[src/design/pdf_pkg.sv]
// Shared types and constants for the PES packet deframer.
`timescale 1ns / 1ps
package pdf_pkg;

   // Parser phases
   localparam logic [1:0] PH_HEADER  = 2'd0;
   localparam logic [1:0] PH_PAYLOAD = 2'd1;
   localparam logic [1:0] PH_DISCARD = 2'd2;

   localparam int HDR_BYTES = 6;
   localparam int HDR_STORE = 5;   // last header byte is taken straight from the input
   localparam logic [2:0] HDR_LAST_IDX = 3'd5;

   localparam logic [7:0] START_BYTE0 = 8'h00;
   localparam logic [7:0] START_BYTE1 = 8'h00;
   localparam logic [7:0] START_BYTE2 = 8'h01;

   localparam logic [7:0]  PES_SID_RESET = 8'hbd;
   localparam logic [15:0] MAX_LEN_RESET = 16'h4000;

   // Register select (paddr[2])
   localparam logic CSR_PES_SID = 1'b0;
   localparam logic CSR_MAX_LEN = 1'b1;

   localparam int QUEUE_DEPTH = 4;
   localparam int QPTR_W      = 2;
   localparam int QCNT_W      = 3;

   // One queued job: a single payload byte, or a whole header to expand
   typedef struct packed {
      logic            is_hdr;
      logic            last;
      logic [5:0][7:0] bytes;
   } pdf_cmd_type;

endpackage

[src/design/pes_packet_deframer_core.sv]
// PES packet deframer top level: register port, front end, job queue, output sequencer.
// Path: an accepted item is written into the job queue, then loaded into the output
// register that drives rsp_tvalid; with the queue empty and rsp_tready high, nothing stalls it.
// Throughput: one item per cycle while the job queue is not full; a completed header yields
// six output items, the four-entry job queue takes the next three payload items, then input
// stalls. Reset (synchronous, active high): parser to header collection,
// counters cleared, queue and output emptied, stream id to 0xBD, max length to 16384.
`timescale 1ns / 1ps
module pes_packet_deframer_core import pdf_pkg::*; #(
   parameter int BUFFER_BYTES = 65536
) (
   input  logic        clock,
   input  logic        reset,
   input  logic        req_tvalid,
   output logic        req_tready,
   input  logic [7:0]  req_tdata,    // [7:0] data_byte
   input  logic        req_tlast,
   output logic        rsp_tvalid,
   input  logic        rsp_tready,
   output logic [7:0]  rsp_tdata,    // [7:0] packet_byte
   output logic        rsp_tuser,    // [0] packet_first
   output logic        rsp_tlast,
   input  logic        csr_psel,
   input  logic        csr_penable,
   input  logic        csr_pwrite,
   input  logic [2:0]  csr_paddr,
   input  logic [31:0] csr_pwdata,
   output logic [31:0] csr_prdata,
   output logic        csr_pready
);

   logic [7:0]  pes_sid_ff, pes_sid_in;
   logic [15:0] max_len_ff, max_len_in;
   logic        csr_wr;

   logic        push, q_full, pop, head_valid;
   pdf_cmd_type push_cmd, head_cmd;

   assign csr_pready = 1'b1;
   assign csr_wr     = csr_psel && csr_penable && csr_pwrite && csr_pready;

   always_comb begin
      pes_sid_in = pes_sid_ff;
      max_len_in = max_len_ff;
      csr_prdata = '0;
      case (csr_paddr[2])
         CSR_PES_SID: begin
            csr_prdata = {24'd0, pes_sid_ff};
            if (csr_wr) pes_sid_in = csr_pwdata[7:0];
         end
         CSR_MAX_LEN: begin
            csr_prdata = {16'd0, max_len_ff};
            if (csr_wr) max_len_in = csr_pwdata[15:0];
         end
         default: begin
            csr_prdata = '0;
         end
      endcase
   end

   always_ff @(posedge clock) begin
      if (reset) begin
         pes_sid_ff <= PES_SID_RESET;
         max_len_ff <= MAX_LEN_RESET;
      end else begin
         pes_sid_ff <= pes_sid_in;
         max_len_ff <= max_len_in;
      end
   end

   pdf_front #(
      .BUFFER_BYTES(BUFFER_BYTES)
   ) u_front (
      .clock     (clock),
      .reset     (reset),
      .in_valid  (req_tvalid),
      .in_data   (req_tdata),
      .in_end    (req_tlast),
      .in_ready  (req_tready),
      .pes_sid   (pes_sid_ff),
      .max_len   (max_len_ff),
      .q_full    (q_full),
      .push      (push),
      .push_cmd  (push_cmd)
   );

   pdf_queue u_queue (
      .clock      (clock),
      .reset      (reset),
      .push       (push),
      .push_cmd   (push_cmd),
      .full       (q_full),
      .pop        (pop),
      .head_valid (head_valid),
      .head_cmd   (head_cmd)
   );

   pdf_back u_back (
      .clock      (clock),
      .reset      (reset),
      .head_valid (head_valid),
      .head_cmd   (head_cmd),
      .pop        (pop),
      .out_valid  (rsp_tvalid),
      .out_data   (rsp_tdata),
      .out_first  (rsp_tuser),
      .out_last   (rsp_tlast),
      .out_ready  (rsp_tready)
   );

endmodule

[src/design/pdf_front.sv]
// Front end: header collection, checks and packet tracking per input item.
`timescale 1ns / 1ps
module pdf_front import pdf_pkg::*; #(
   parameter int BUFFER_BYTES = 65536
) (
   input  logic        clock,
   input  logic        reset,
   input  logic        in_valid,
   input  logic [7:0]  in_data,
   input  logic        in_end,
   output logic        in_ready,
   input  logic [7:0]  pes_sid,
   input  logic [15:0] max_len,
   input  logic        q_full,
   output logic        push,
   output pdf_cmd_type push_cmd
);

   localparam int FILL_W = ($clog2(BUFFER_BYTES) + 1 > 17) ? $clog2(BUFFER_BYTES) + 1 : 17;
   localparam logic [FILL_W-1:0] FILL_LIMIT = FILL_W'(BUFFER_BYTES);

   logic [1:0]        phase_ff, phase_in;
   logic [2:0]        hcount_ff, hcount_in;
   logic [15:0]       rem_ff, rem_in;
   logic [15:0]       len_ff, len_in;
   logic [FILL_W-1:0] fill_ff, fill_in;
   logic [7:0]        hdr_ff [HDR_STORE];

   logic        accept;
   logic        hdr_wr;
   logic [2:0]  idx;
   logic [15:0] rem_dec;
   logic [15:0] len_w;
   logic        ok;

   assign in_ready = !q_full;
   assign accept   = in_valid && in_ready;

   always_comb begin
      phase_in  = phase_ff;
      hcount_in = hcount_ff;
      rem_in    = rem_ff;
      len_in    = len_ff;
      fill_in   = fill_ff;
      hdr_wr    = 1'b0;
      push      = 1'b0;
      push_cmd  = '0;
      idx       = (hcount_ff > HDR_LAST_IDX) ? 3'd0 : hcount_ff;
      rem_dec   = (rem_ff != 16'd0) ? rem_ff - 16'd1 : 16'd0;
      len_w     = {hdr_ff[4], in_data};
      ok        = hdr_ff[0] == START_BYTE0 && hdr_ff[1] == START_BYTE1 &&
                  hdr_ff[2] == START_BYTE2 && hdr_ff[3] == pes_sid &&
                  len_w != 16'd0 && len_w <= max_len;
      if (accept) begin
         if (fill_ff < FILL_LIMIT) begin
            fill_in = fill_ff + FILL_W'(1);
            if (phase_ff == PH_PAYLOAD) begin
               rem_in            = rem_dec;
               push              = 1'b1;
               push_cmd.last     = (rem_dec == 16'd0);
               push_cmd.bytes[0] = in_data;
               if (rem_dec == 16'd0) begin
                  phase_in  = PH_HEADER;
                  hcount_in = 3'd0;
               end
            end else if (phase_ff != PH_DISCARD) begin
               phase_in  = PH_HEADER;
               hcount_in = idx + 3'd1;
               hdr_wr    = (idx < HDR_LAST_IDX);
               if (idx == HDR_LAST_IDX) begin
                  hcount_in = 3'd0;
                  if (ok) begin
                     push            = 1'b1;
                     push_cmd.is_hdr = 1'b1;
                     for (int i = 0; i < HDR_STORE; i++) begin
                        push_cmd.bytes[i] = hdr_ff[i];
                     end
                     push_cmd.bytes[5] = in_data;
                     rem_in   = len_w;
                     len_in   = len_w;
                     phase_in = PH_PAYLOAD;
                  end else begin
                     phase_in = PH_DISCARD;
                  end
               end
            end
         end
         if (in_end) begin
            case (phase_in)
               PH_DISCARD: begin
                  phase_in  = PH_HEADER;
                  hcount_in = 3'd0;
                  fill_in   = '0;
               end
               PH_PAYLOAD: begin
                  // bytes carried over: header plus payload received so far
                  fill_in = FILL_W'(HDR_BYTES) + FILL_W'(len_in) - FILL_W'(rem_in);
               end
               default: begin
                  fill_in = FILL_W'(hcount_in);
               end
            endcase
         end
      end
   end

   always_ff @(posedge clock) begin
      if (reset) begin
         phase_ff  <= PH_HEADER;
         hcount_ff <= 3'd0;
         rem_ff    <= 16'd0;
         len_ff    <= 16'd0;
         fill_ff   <= '0;
      end else begin
         phase_ff  <= phase_in;
         hcount_ff <= hcount_in;
         rem_ff    <= rem_in;
         len_ff    <= len_in;
         fill_ff   <= fill_in;
      end
   end

   always_ff @(posedge clock) begin
      if (hdr_wr) begin
         hdr_ff[idx] <= in_data;
      end
   end

endmodule

[src/design/pdf_queue.sv]
// Short job queue between front end and output sequencer.
`timescale 1ns / 1ps
module pdf_queue import pdf_pkg::*; (
   input  logic        clock,
   input  logic        reset,
   input  logic        push,
   input  pdf_cmd_type push_cmd,
   output logic        full,
   input  logic        pop,
   output logic        head_valid,
   output pdf_cmd_type head_cmd
);

   pdf_cmd_type       mem_ff [QUEUE_DEPTH];
   logic [QPTR_W-1:0] wr_ff, wr_in;
   logic [QPTR_W-1:0] rd_ff, rd_in;
   logic [QCNT_W-1:0] count_ff, count_in;

   assign full       = (count_ff == QCNT_W'(QUEUE_DEPTH));
   assign head_valid = (count_ff != '0);
   assign head_cmd   = mem_ff[rd_ff];

   always_comb begin
      wr_in    = push ? wr_ff + QPTR_W'(1) : wr_ff;
      rd_in    = pop ? rd_ff + QPTR_W'(1) : rd_ff;
      count_in = count_ff + QCNT_W'(push) - QCNT_W'(pop);
   end

   always_ff @(posedge clock) begin
      if (reset) begin
         wr_ff    <= '0;
         rd_ff    <= '0;
         count_ff <= '0;
      end else begin
         wr_ff    <= wr_in;
         rd_ff    <= rd_in;
         count_ff <= count_in;
      end
   end

   always_ff @(posedge clock) begin
      if (push) begin
         mem_ff[wr_ff] <= push_cmd;
      end
   end

endmodule

[src/design/pdf_back.sv]
// Output sequencer: expands queued jobs into output items, one a cycle while the output is accepted.
`timescale 1ns / 1ps
module pdf_back import pdf_pkg::*; (
   input  logic        clock,
   input  logic        reset,
   input  logic        head_valid,
   input  pdf_cmd_type head_cmd,
   output logic        pop,
   output logic        out_valid,
   output logic [7:0]  out_data,
   output logic        out_first,
   output logic        out_last,
   input  logic        out_ready
);

   logic       valid_ff, valid_in;
   logic [7:0] data_ff, data_in;
   logic       first_ff, first_in;
   logic       last_ff, last_in;
   logic [2:0] beat_ff, beat_in;
   logic       load;

   assign load = head_valid && (!valid_ff || out_ready);
   assign pop  = load && (!head_cmd.is_hdr || beat_ff == HDR_LAST_IDX);

   always_comb begin
      valid_in = valid_ff && !out_ready;
      data_in  = data_ff;
      first_in = first_ff;
      last_in  = last_ff;
      beat_in  = beat_ff;
      if (load) begin
         valid_in = 1'b1;
         if (head_cmd.is_hdr) begin
            data_in  = head_cmd.bytes[beat_ff];
            first_in = (beat_ff == 3'd0);
            last_in  = 1'b0;
            beat_in  = (beat_ff == HDR_LAST_IDX) ? 3'd0 : beat_ff + 3'd1;
         end else begin
            data_in  = head_cmd.bytes[0];
            first_in = 1'b0;
            last_in  = head_cmd.last;
         end
      end
   end

   always_ff @(posedge clock) begin
      if (reset) begin
         valid_ff <= 1'b0;
         beat_ff  <= 3'd0;
      end else begin
         valid_ff <= valid_in;
         beat_ff  <= beat_in;
      end
   end

   always_ff @(posedge clock) begin
      data_ff  <= data_in;
      first_ff <= first_in;
      last_ff  <= last_in;
   end

   assign out_valid = valid_ff;
   assign out_data  = data_ff;
   assign out_first = first_ff;
   assign out_last  = last_ff;

endmodule
[config.mk]
export PLATFORM = sky130hd
export DESIGN_NAME = pes_packet_deframer_core
export DESIGN_NICKNAME = d
export VERILOG_FILES = /design/src/design/pdf_pkg.sv /design/src/design/pes_packet_deframer_core.sv /design/src/design/pdf_front.sv /design/src/design/pdf_queue.sv /design/src/design/pdf_back.sv
export SDC_FILE = /design/constraint.sdc
export NUM_CORES = 1
export LEC_CHECK = 0
export ABC_CLOCK_PERIOD_IN_PS = 5560
export BUFFER_PORTS_ARGS = -buffer_cell sky130_fd_sc_hd__buf_4
export CAP_MARGIN = 20
export CELL_PAD_IN_SITES_DETAIL_PLACEMENT = 0
export CELL_PAD_IN_SITES_GLOBAL_PLACEMENT = 2
export CORE_UTILIZATION = 39
export DETAILED_ROUTE_END_ITERATION = 16
export GPL_TIMING_DRIVEN = 0
export HOLD_SLACK_MARGIN = 0.12
export PLACE_DENSITY = 0.86
export SETUP_SLACK_MARGIN = 0.4
export SLEW_MARGIN = 25
export SYNTH_ARGS = -nofsm -noshare
export SYNTH_HDL_FRONTEND = slang
export SYNTH_HIERARCHICAL = 1
export SYNTH_SLANG_ARGS = --single-unit
[constraint.sdc]
create_clock -name clock -period 5.56 [get_ports clock]
set_clock_uncertainty 0.1 [all_clocks]
set_input_delay 0.834 -clock clock [delete_from_list [all_inputs] [get_ports clock]]
set_output_delay 0.834 -clock clock [all_outputs]
set_load 0.05 [all_outputs]
# Word-level counts from Yosys, hierarchy flattened
# Memory sizes are Yosys's and may differ from the RTL's. A register that Yosys moved wholly into a read port is not among the register bits.
# Index checks and enable logic that the tools add are counted.
[op_classes]
eq_ne = 9
n_mux = 64
addsub = 10
n_reduce_logical = 29
order_cmp = 5
bitwise = 1
[ops]
columns = ["operator", "n"]
rows = [
  ["$mux W16", 13],
  ["$mux W48", 3],
  ["$mux W50", 2],
  ["$pmux W32 S2", 1],
  ["$mux W40", 1],
  ["$mux W17", 2],
  ["$pmux W17 S2", 1],
  ["$reduce_bool A16 Y1", 2],
  ["$mux W3", 9],
  ["$bmux W8 S3", 1],
  ["$mux W8", 3],
  ["$mux W2", 11],
  ["$add A17 B1 Y17 const B", 1],
  ["$add A3 B16 Y17 const A", 1],
  ["$lt A17 B17 Y1 const B", 1],
  ["$mux W1", 17],
  ["$sub A17 B16 Y17", 1],
  ["$le A16 B16 Y1", 1],
  ["$logic_not A16 Y1", 1],
  ["$logic_not A8 Y1", 2],
  ["$sub A16 B1 Y16 const B", 1],
  ["$logic_and A1 B1 Y1", 11],
  ["$eq A3 B3 Y1 const B", 3],
  ["$eq A8 B1 Y1 const B", 1],
  ["other kinds (18)", 28],
]
[totals]
wordCells = 135
ram_bits = 240
output_inout_bits = 45
mem_count = 2
regBits = 99
inputBits = 51
[mem_list]
columns = ["memory", "words", "word_bits", "rd", "rd_clocked_by_memory_dff", "write_ports", "line", "text"]
rows = [
  ["u_queue.mem_ff", 4, 50, 1, 1, 1, "pdf_queue.sv:14", "pdf_cmd_type mem_ff [QUEUE_DEPTH];"],
  ["u_front.hdr_ff", 5, 8, 5, 0, 1, "pdf_front.sv:27", "logic [7:0] hdr_ff [HDR_STORE];"],
]

# Longest topological paths before layout
# Gate-level depths: netlist of run 1.
# An unclocked memory read counts as a cell.
[logic_depth]
word_depth = 17
depth_mapped = 24
mapped_depth_nobuf = 23

# Hierarchy
# Netlist of run 1, hierarchy kept.
[by_module_without_submodules]
columns = ["mod", "seq_area_each_um2", "area_each_um2", "cells_each", "instances"]
rows = [
  ["pdf_queue", 6185.9, 7712.4, 304, 1],
  ["pdf_front", 2282.2, 7158.1, 851, 1],
  ["pes_packet_deframer_core", 480.5, 1355.0, 142, 1],
  ["pdf_back", 380.4, 965.9, 86, 1],
]

# Least setup slack after synthesis of run 1
# OpenSTA, ideal clock, no wires.
[synth_timing]
path_type = "input to register"
startpoint = "input port req_tdata[1]"
endpoint = "register u_front.fill_ff[14]"
setup_ps = 134
cell_stages = 21
arrival_ps = 5445
path_slack_ps = -119
t_required_ps = 5326
path_buffers = 2
path_cell_list = "ha_1 > nor2b_1 > o211ai_1 > a21boi_0 > o311a_1 > or4_1 > buf_2 > nor3_4 > buf_6 > mux2i_1 > ha_1 > inv_1 > ha_1 > a211oi_1 > o21ai_0 > and3_1 > o41ai_1 > o21ai_0 > o31a_1 > xnor2_1 > o22ai_1"
[synth_between]
elab_chain_len = 13
word_cells_on_any_way = 28
classes_between = "add/sub: 2; order compare: 1; eq/ne: 2; mux: 20; reduce/logical: 3"
[synth_rtl]
columns = ["item", "line", "text"]
rows = [
  ["start, declared", "pes_packet_deframer_core.sv:16", "input logic [7:0] req_tdata,"],
  ["parallel branches: the longest is 11 deep, another holds $add A3 B16 Y17", "n/a", ""],
  ["$pmux W17 S2 *", "pdf_front.sv:89", "case (phase_in)"],
  ["$mux W17 *", "pdf_front.sv:88", "if (in_end) begin"],
  ["end signal, assigned", "pdf_front.sv:119", "fill_ff <= fill_in;"],
  ["end, declared", "pdf_front.sv:26", "logic [FILL_W-1:0] fill_ff, fill_in;"],
]
# Every way passes the cells marked *. The select of a mux whose other input is x is not followed.
# A chain may end at the register's enable or synchronous reset.

==> results of run 1 <==
layer usage:
| layer | vias up | share of wire (%) |
|---|---|---|
| li1 | 5589 | - |
| met1 | 5921 | 44 |
| met2 | 406 | 46 |
| met3 | 79 | 6.4 |
| met4 | 0 | 3.0 |
| met5 | - | 0 |
registers in the layout (all words and copies together) (netlist names), 3 cells and up, named ones only:
register	cells
u_back/beat_ff	3
u_front/hcount_ff	3
u_queue/mem_ff	200
pes_sid_ff	8
u_front/hdr_ff	40
u_back/out_data	8
max_len_ff	16
u_queue/count_ff	3
u_front/len_ff	16
u_front/rem_ff	16
u_front/fill_ff	17
stage by stage:
| stage | hold WS, ns | setup slack (ns) | power, W |
|---|---|---|---|
| floorplan | 0.3541 | 0.2410 | 0.004393 |
| global placement | 0.3694 | -0.8832 | 0.004901 |
| detailed placement | 0.3820 | -0.8609 | 0.004916 |
| CTS | 0.3920 | 0.4261 | 0.007465 |
| global route | 0.4078 | 0.1503 | 0.007903 |
| finish | 0.3797 | 0.2926 | 0.007575 |
synth_stat cells (all sizes together) (14+ instances only):
master    n
mux2i    42
nand2    58
and3     17
nand2b   39
ha       58
clkbuf   48
dfxtp    91
inv      50
nor2     91
o21ai    58
nand3    22
o31ai    15
buf      67
mux4     50
a21oi    56
and2     39
mux2     29
nor3     31
xor2     14
edfxtp  250
nor4     26
a211oi   24
power breakdown:
group          switching [W]  internal [W]
registers          0.0000649       0.00285
logic                0.00125      0.000930
clock network        0.00103       0.00146
worst max path at each step:
stage                             to  slack (ns)  depth (start not counted)
6_report          u_front/fill_ff[9]        0.29                         25
3_5_place_dp     u_front/fill_ff[11]       -0.86                         25
4_1_cts          u_front/fill_ff[14]        0.43                         21
3_3_place_gp   u_queue/mem_ff[0][21]       -0.88                         10
2_1_floorplan    u_front/fill_ff[11]        0.24                         22
5_1_grt           u_front/fill_ff[9]        0.15                         25
kinds of logic after synthesis:
| family | count (synthesis) | synth area share [%] |
|---|---|---|
| simple gates | 393 | 12.29 |
| flops | 341 | 54.26 |
| compound gates | 271 | 11.00 |
| buf+inv | 167 | 5.444 |
| mux | 121 | 11.03 |
| fa+ha+maj | 60 | 4.454 |
| xor+xnor | 27 | 1.463 |
| other cells | 3 | 0.06550 |
area by class of cell:
cell class	count	area, um^2	share of cell area (%)
flip-flops and latches	341	9333	44.59
multi-input cells	904	7711	36.84
plain buffers	115	762.0	3.641
inverters	52	198.9	0.9505
diodes	2	5.005	0.02391
well taps	585	732.0	3.497
repair buffers	110	969.7	4.633
clock buffers	52	1035	4.944
clock inverters	15	183.9	0.8788
worst max-delay path, cell delays in order (launching register included):
cell	delay, ns
edfxtp_1	0.49
ha_4	0.33
nand4_1	0.17
nand4bb_4	0.29
o311a_4	0.18
or4_4	0.49
buf_6	0.16
nor3_4	0.21
buf_6	0.18
buf_12	0.11
mux2i_4	0.21
ha_2	0.21
inv_2	0.05
ha_4	0.16
inv_2	0.05
fa_2	0.22
nor2b_4	0.05
o21ai_4	0.18
a21oi_4	0.09
o41ai_4	0.45
buf_4	0.18
buf_4	0.12
xor2_4	0.17
o32ai_2	0.10
nand2_1	0.08
a21oi_1	0.06
repair_timing:
item	4_1_cts	5_1_grt
endpoints found under the setup margin	13	13
setup buffers	14	32
resized for setup	35	74
pin swaps	7	29
cells in the final DEF (no fill, tap or decap), drive strengths merged, types with 11 or more instances in the layout:
master	Yosys	layout
nand4	12	12
o21ai	58	58
edfxtp	250	250
nor3	31	31
nand2	58	58
o211a	12	12
nor4	26	26
and2	39	39
dfxtp	91	91
nand3	22	22
and3	17	17
xnor2	12	12
conb	3	32
mux2	29	29
mux2i	42	42
clkbuf	48	98
nand2b	39	39
inv	50	51
ha	58	58
buf	67	179
or2	11	11
nor2	91	91
o31ai	15	15
mux4	50	50
a21oi	56	56
clkinv	2	11
xor2	14	14
a211oi	24	24
==> results.sh, run 1 <==
export IMPL_gr_max_usage_layer="met2"
export IMPL_hold_class="reg2reg"
export IMPL_detail_route_antenna_nets=0
export IMPL_dieArea_um2=44920
export IMPL_worstPathArrival_ns=5.56
export IMPL_fin_area_um2=20930
export IMPL_clkLatencyLatePin_ns=0.56
export IMPL_grt_pass1_wl_um=69610
export IMPL_clockBufferDepth=3
export IMPL_tns_ns=0
export IMPL_areaGrowthSynthToFinish_pct=21.75
export IMPL_synth_area_top_cells="edfxtp_1, dfxtp_1, mux4_2"
export IMPL_worst_slew_margin_rel_pct=33.49
export IMPL_synth_edf_count=250
export IMPL_place_port_buffers=58
export IMPL_min_period_ns=5.267
export IMPL_place_gp_congestion=0.8929
export IMPL_fin_cells=2176
export IMPL_num_fill_cells=3836
export IMPL_yosys_register_bits=341
export IMPL_grt_max_degree=43
export IMPL_slew_viol_final=0
export IMPL_grt_pass1_vias=11537
export IMPL_syn_area_um2=17190
export IMPL_synth_top_cell_area_share_pct=43.67
export IMPL_grt_use_total_pct=20.68
export IMPL_grtUsageMet3_pct=3.456
export IMPL_ir_drop_v=0.0002348
export IMPL_dpl_cell_count=2061
export IMPL_grtUsageMet1_pct=28.88
export IMPL_ys_types=86
export IMPL_wl_per_cell_um=21.14
export IMPL_r2r_setup_slack_ns=0.29
export IMPL_finalSetupViolCount=0
export IMPL_start_util_pct=39.73
export IMPL_critPathLaunch="u_front/hdr_ff[4][1]"
export IMPL_fp_dieW_um=212.0
export IMPL_hold_viol_final=0
export IMPL_hpwl_um=31650
export IMPL_wl_um=46000
export IMPL_hold_buffers=0
export IMPL_numCtsBuffers=37
export IMPL_drtIter0Drc=1061
export IMPL_use_met2_pct=32.57
export IMPL_netlist_instances=1383
export IMPL_post_route_period_util_pct=94.74
export IMPL_crit_fanout=7
export IMPL_holdPathStages=2
export IMPL_fmax_ghz=0.1898
export IMPL_cts_tree="done"
export IMPL_end_kind="flop"
export IMPL_dr_total_vias=11995
export IMPL_worstHoldEndpoint="max_len_ff[6]"
export IMPL_root_buffer="clkbuf_16"
export IMPL_rsz0062_at_grt="true"
export IMPL_status="complete, no violations"
export IMPL_ys_flop_type="edfxtp_1"
export IMPL_remaining_drc_errors=0
export IMPL_hp_start="max_len_ff[6]"
export IMPL_die_h_um=212.0
export IMPL_ys_seq_area_share_pct=54.26
export IMPL_worst_ep_required_time_ns=5.85
export IMPL_syn_avg_cell_area_um2=12.43
export IMPL_drive_gt1_share_pct=26.81
export IMPL_numClockSinks=341
export IMPL_nNetsFinal=1672
export IMPL_cap_violations=0
export IMPL_power_leakage_nw=7.480
export IMPL_overflow=0
export IMPL_crit_path_start_kind="flop"
export IMPL_reg2reg_depth=25
export IMPL_worst_pin_slew_ns=0.9939
export IMPL_powerDensity_nw_per_um2=361.9
export IMPL_rr_endpoint="u_front/fill_ff[9]"
export IMPL_dr_pass1_iters=5
export IMPL_grt_antenna_before_repair=2
export IMPL_place_area_um2=18750
export IMPL_yosysTopAreaCell="edfxtp_1"
export IMPL_clkTransAtPathRegs_ns=0.06
export IMPL_avgViaCountPerCell=5.512
export IMPL_cts_htree_levels=2
export IMPL_ios=96
export IMPL_rows=76
export IMPL_yosys_warnings=6
export IMPL_final_util_pct=48.37
export IMPL_worstSetupPathType="reg2reg"
export IMPL_r2r_start="u_front/hdr_ff[4][1]"
export IMPL_core_area_um2=43270
export IMPL_synth_async_sr_flop_share_pct=0
(Power assumes the default switching activity.)
==> run 2, diff against run 1 <==
--- a/config.mk
+++ b/config.mk
@@ -10,11 +10,12 @@
 export CAP_MARGIN = 20
 export CELL_PAD_IN_SITES_DETAIL_PLACEMENT = 0
 export CELL_PAD_IN_SITES_GLOBAL_PLACEMENT = 2
+export CORE_MARGIN = 10
 export CORE_UTILIZATION = 39
 export DETAILED_ROUTE_END_ITERATION = 16
 export GPL_TIMING_DRIVEN = 0
 export HOLD_SLACK_MARGIN = 0.12
-export PLACE_DENSITY = 0.86
+export PLACE_DENSITY_LB_ADDON = 0.1
 export SETUP_SLACK_MARGIN = 0.4
 export SLEW_MARGIN = 25
 export SYNTH_ARGS = -nofsm -noshare
==> run 2 against run 1 <==
  * Final cell count down 0.23%
  * Critical endpoint is now u_front/fill_ff[13]
  * Combinational power down 2%
  * Global-route usage down 2.2 points
  * Highest routed layer unchanged
  * Largest cell class unchanged
  * Largest power group unchanged
==> results.sh, run 2 (synthesis results as in run 1) <==
export IMPL_pwr_share_clk_pct=35.2
export IMPL_dr_pass1_iters=5
export IMPL_core_area_um2=43360
export IMPL_hold_viol_final=0
export IMPL_dr_total_vias=11835
export IMPL_final_cell_mix="edfxtp_1, buf_4, nor2_1, dfxtp_1, nand2_1"
export IMPL_numCtsBuffers=39
export IMPL_powerDensity_nw_per_um2=374.3
export IMPL_drtIter0Drc=700
export IMPL_hpwl_um=34570
export IMPL_post_route_period_util_pct=93.43
export IMPL_cp_depth=24
export IMPL_die_h_um=230.0
export IMPL_largest_register_ffs=200
export IMPL_detail_route_antenna_nets=0
export IMPL_switching_power_w=0.002353
export IMPL_power_leakage_nw=7.498
export IMPL_hold_buffers=0
export IMPL_reg2reg_depth=25
export IMPL_fp_dieW_um=230.0
export IMPL_crit_path_end="u_front/fill_ff[13]"
export IMPL_grt_pass1_wl_um=74760
export IMPL_hp_start="max_len_ff[10]"
export IMPL_worst_pin_slew_ns=1.023
export IMPL_fin_ws_ns=0.3651
export IMPL_cp_slowest_cell="o311a_4"
export IMPL_place_gp_congestion=0.8558
export IMPL_layout_commonest_cell="edfxtp_1"
export IMPL_remaining_drc_errors=0
export IMPL_place_area_um2=18770
export IMPL_regMostFlops="u_queue/mem_ff"
export IMPL_rr_endpoint="u_front/fill_ff[13]"
export IMPL_wl_per_cell_um=22.78
export IMPL_num_fill_cells=3995
export IMPL_cpMostUsedCell="buf_6"
export IMPL_final_util_pct=47.97
export IMPL_root_buffer="clkbuf_16"
export IMPL_multi_input_area_um2=7500
export IMPL_min_period_ns=5.195
export IMPL_seqCellArea_um2=9331
export IMPL_cts_tree="done"
export IMPL_worstSetupPathType="in2reg"
export IMPL_ios=96
export IMPL_r2r_start="max_len_ff[1]"
export IMPL_p_int_w=0.005433
export IMPL_rows=76
export IMPL_finalSetupViolCount=0
export IMPL_rsz0062_at_grt="true"
export IMPL_diodes=0
export IMPL_cts_htree_levels=2
export IMPL_crit_chain="buf_6, ha_1, and4_4, a21boi_1, o311a_4, or4_4, buf_6, nor3_4, buf_6, mux2i_4, ha_4, inv_4, ha_4, inv_2, fa_2, nor2b_2, o21ai_2, a21oi_2, o41ai_4, buf_4, o21a_1, a21oi_2, xnor2_1, o22ai_1"
export IMPL_drive_gt1_share_pct=25.41
export IMPL_power_frac_seq_pct=37.5
export IMPL_fmax_ghz=0.1925
export IMPL_clkTransAtPathRegs_ns=0.06
export IMPL_areaGrowthSynthToFinish_pct=21.00
export IMPL_crit_family="compound AO/OA/AOI/OAI gates"
export IMPL_status="complete, no violations"
export IMPL_clockBufferDepth=3
export IMPL_worstPathArrival_ns=5.51
export IMPL_critPathLaunch="req_tdata[4]"
export IMPL_nNetsFinal=1666
export IMPL_grt_antenna_before_repair=0
export IMPL_grt_max_degree=42
export IMPL_worst_ep_required_time_ns=5.87
export IMPL_reg_top3="u_queue/mem_ff (200), u_front/hdr_ff (40), u_front/fill_ff (17)"
export IMPL_fin_area_um2=20800
export IMPL_grt_pass1_vias=11734
export IMPL_combPwrFrac_pct=27.3
export IMPL_grt_use_total_pct=18.48
export IMPL_ir_drop_v=0.0002293
export IMPL_cap_violations=0
export IMPL_hold_class="reg2reg"
export IMPL_place_port_buffers=58
export IMPL_clkLatencyLatePin_ns=0.57
export IMPL_end_kind="flop"
export IMPL_wl_um=49460
export IMPL_overflow=0
export IMPL_avgViaCountPerCell=5.451
export IMPL_numClockSinks=341
export IMPL_slowest_delay_ns=0.44
export IMPL_worst_slew_margin_rel_pct=31.53
export IMPL_crit_fanout=11
export IMPL_slew_viol_final=0
export IMPL_total_power_w=0.007786
export IMPL_timing_hold_ws_ns=0.3872
export IMPL_cp_num_buf_inv=6
export IMPL_start_util_pct=39.65
export IMPL_r2r_setup_slack_ns=0.42
export IMPL_pre_cts_ws_ns=-1.248
export IMPL_dieArea_um2=52880
export IMPL_crit_path_start_kind="primary input"
export IMPL_p_sw_share_pct=30.23
-- run 2: cell count changes in the layout (fill, tap and decap cells not counted), sizes merged --
cell,change
buf,-9
bufinv,+4
clkbuf,+1
clkinv,+2
clkinvlp,-1
diode,-2
-- run 2: worst register-to-register path, cell delays in order, from the launching register on --
cell	delay [ns]
dfxtp_2	0.32
inv_1	0.08
ha_4	0.20
nor2b_4	0.12
o211ai_1	0.18
a21boi_1	0.11
o311a_4	0.44
or4_4	0.43
buf_6	0.15
nor3_4	0.26
buf_6	0.22
mux2i_4	0.28
ha_4	0.23
inv_4	0.06
ha_4	0.15
inv_2	0.04
fa_2	0.34
nor2b_2	0.12
o21ai_2	0.07
a21oi_2	0.22
o41ai_4	0.08
buf_4	0.17
o21a_1	0.23
a21oi_2	0.15
xnor2_1	0.14
o22ai_1	0.10
-- run 2: repair_timing --
item / CTS / global route
gates cloned: 0 / 0
endpoints found under the setup margin: 15 / 10
resized for setup: 36 / 46
setup buffers: 23 / 15
pin swaps: 10 / 31
hold endpoints to repair: 0 / 0
-- run 2: worst min path at each step --
stage                                       to  slack, ns  cells after the start
after floorplan            u_front/fill_ff[12]       0.35                      2
after global placement           max_len_ff[6]       0.37                      2
after detailed placement        max_len_ff[10]       0.38                      2
after CTS                       max_len_ff[10]       0.39                      2
after global routing      u_front/hdr_ff[0][1]       0.39                      1
final                           max_len_ff[10]       0.39                      2
-- run 2: final cells by class --
| type | count | area share [%] |
|---|---|---|
| well taps | 585 | 3.519 |
| flip-flops and latches | 341 | 44.86 |
| inverters | 52 | 0.9684 |
| repair buffers | 102 | 4.307 |
| plain buffers | 115 | 3.675 |
| clock inverters | 20 | 1.498 |
| clock buffers | 52 | 5.119 |
| multi-input cells | 904 | 36.05 |
-- run 2: per-layer routing --
layer	wire, um	share of wire (%)	global-route usage, %
met1	22500	45	25.15
met2	22860	46	29.12
met3	2664	5.4	3.534
met4	1432	2.9	6.146
met5	0	0	0
-- run 2: power by group through the flow --
| stage | Sequential, W | Clock [W] | Combinational, W |
|---|---|---|---|
| after floorplan | 0.00310 | 0 | 0.00129 |
| after global placement | 0.00297 | 0 | 0.00196 |
| after detailed placement | 0.00297 | 0 | 0.00198 |
| after CTS | 0.00291 | 0.00282 | 0.00204 |
| after global routing | 0.00293 | 0.00292 | 0.00230 |
| final | 0.00292 | 0.00274 | 0.00213 |
-- run 2: stage by stage --
step	setup TNS, ns	cells
finish	0	2171
global route	0	2171
CTS	0	2156
detailed placement	-12.07	2061
global placement	-245.99	2055
floorplan	0	1412
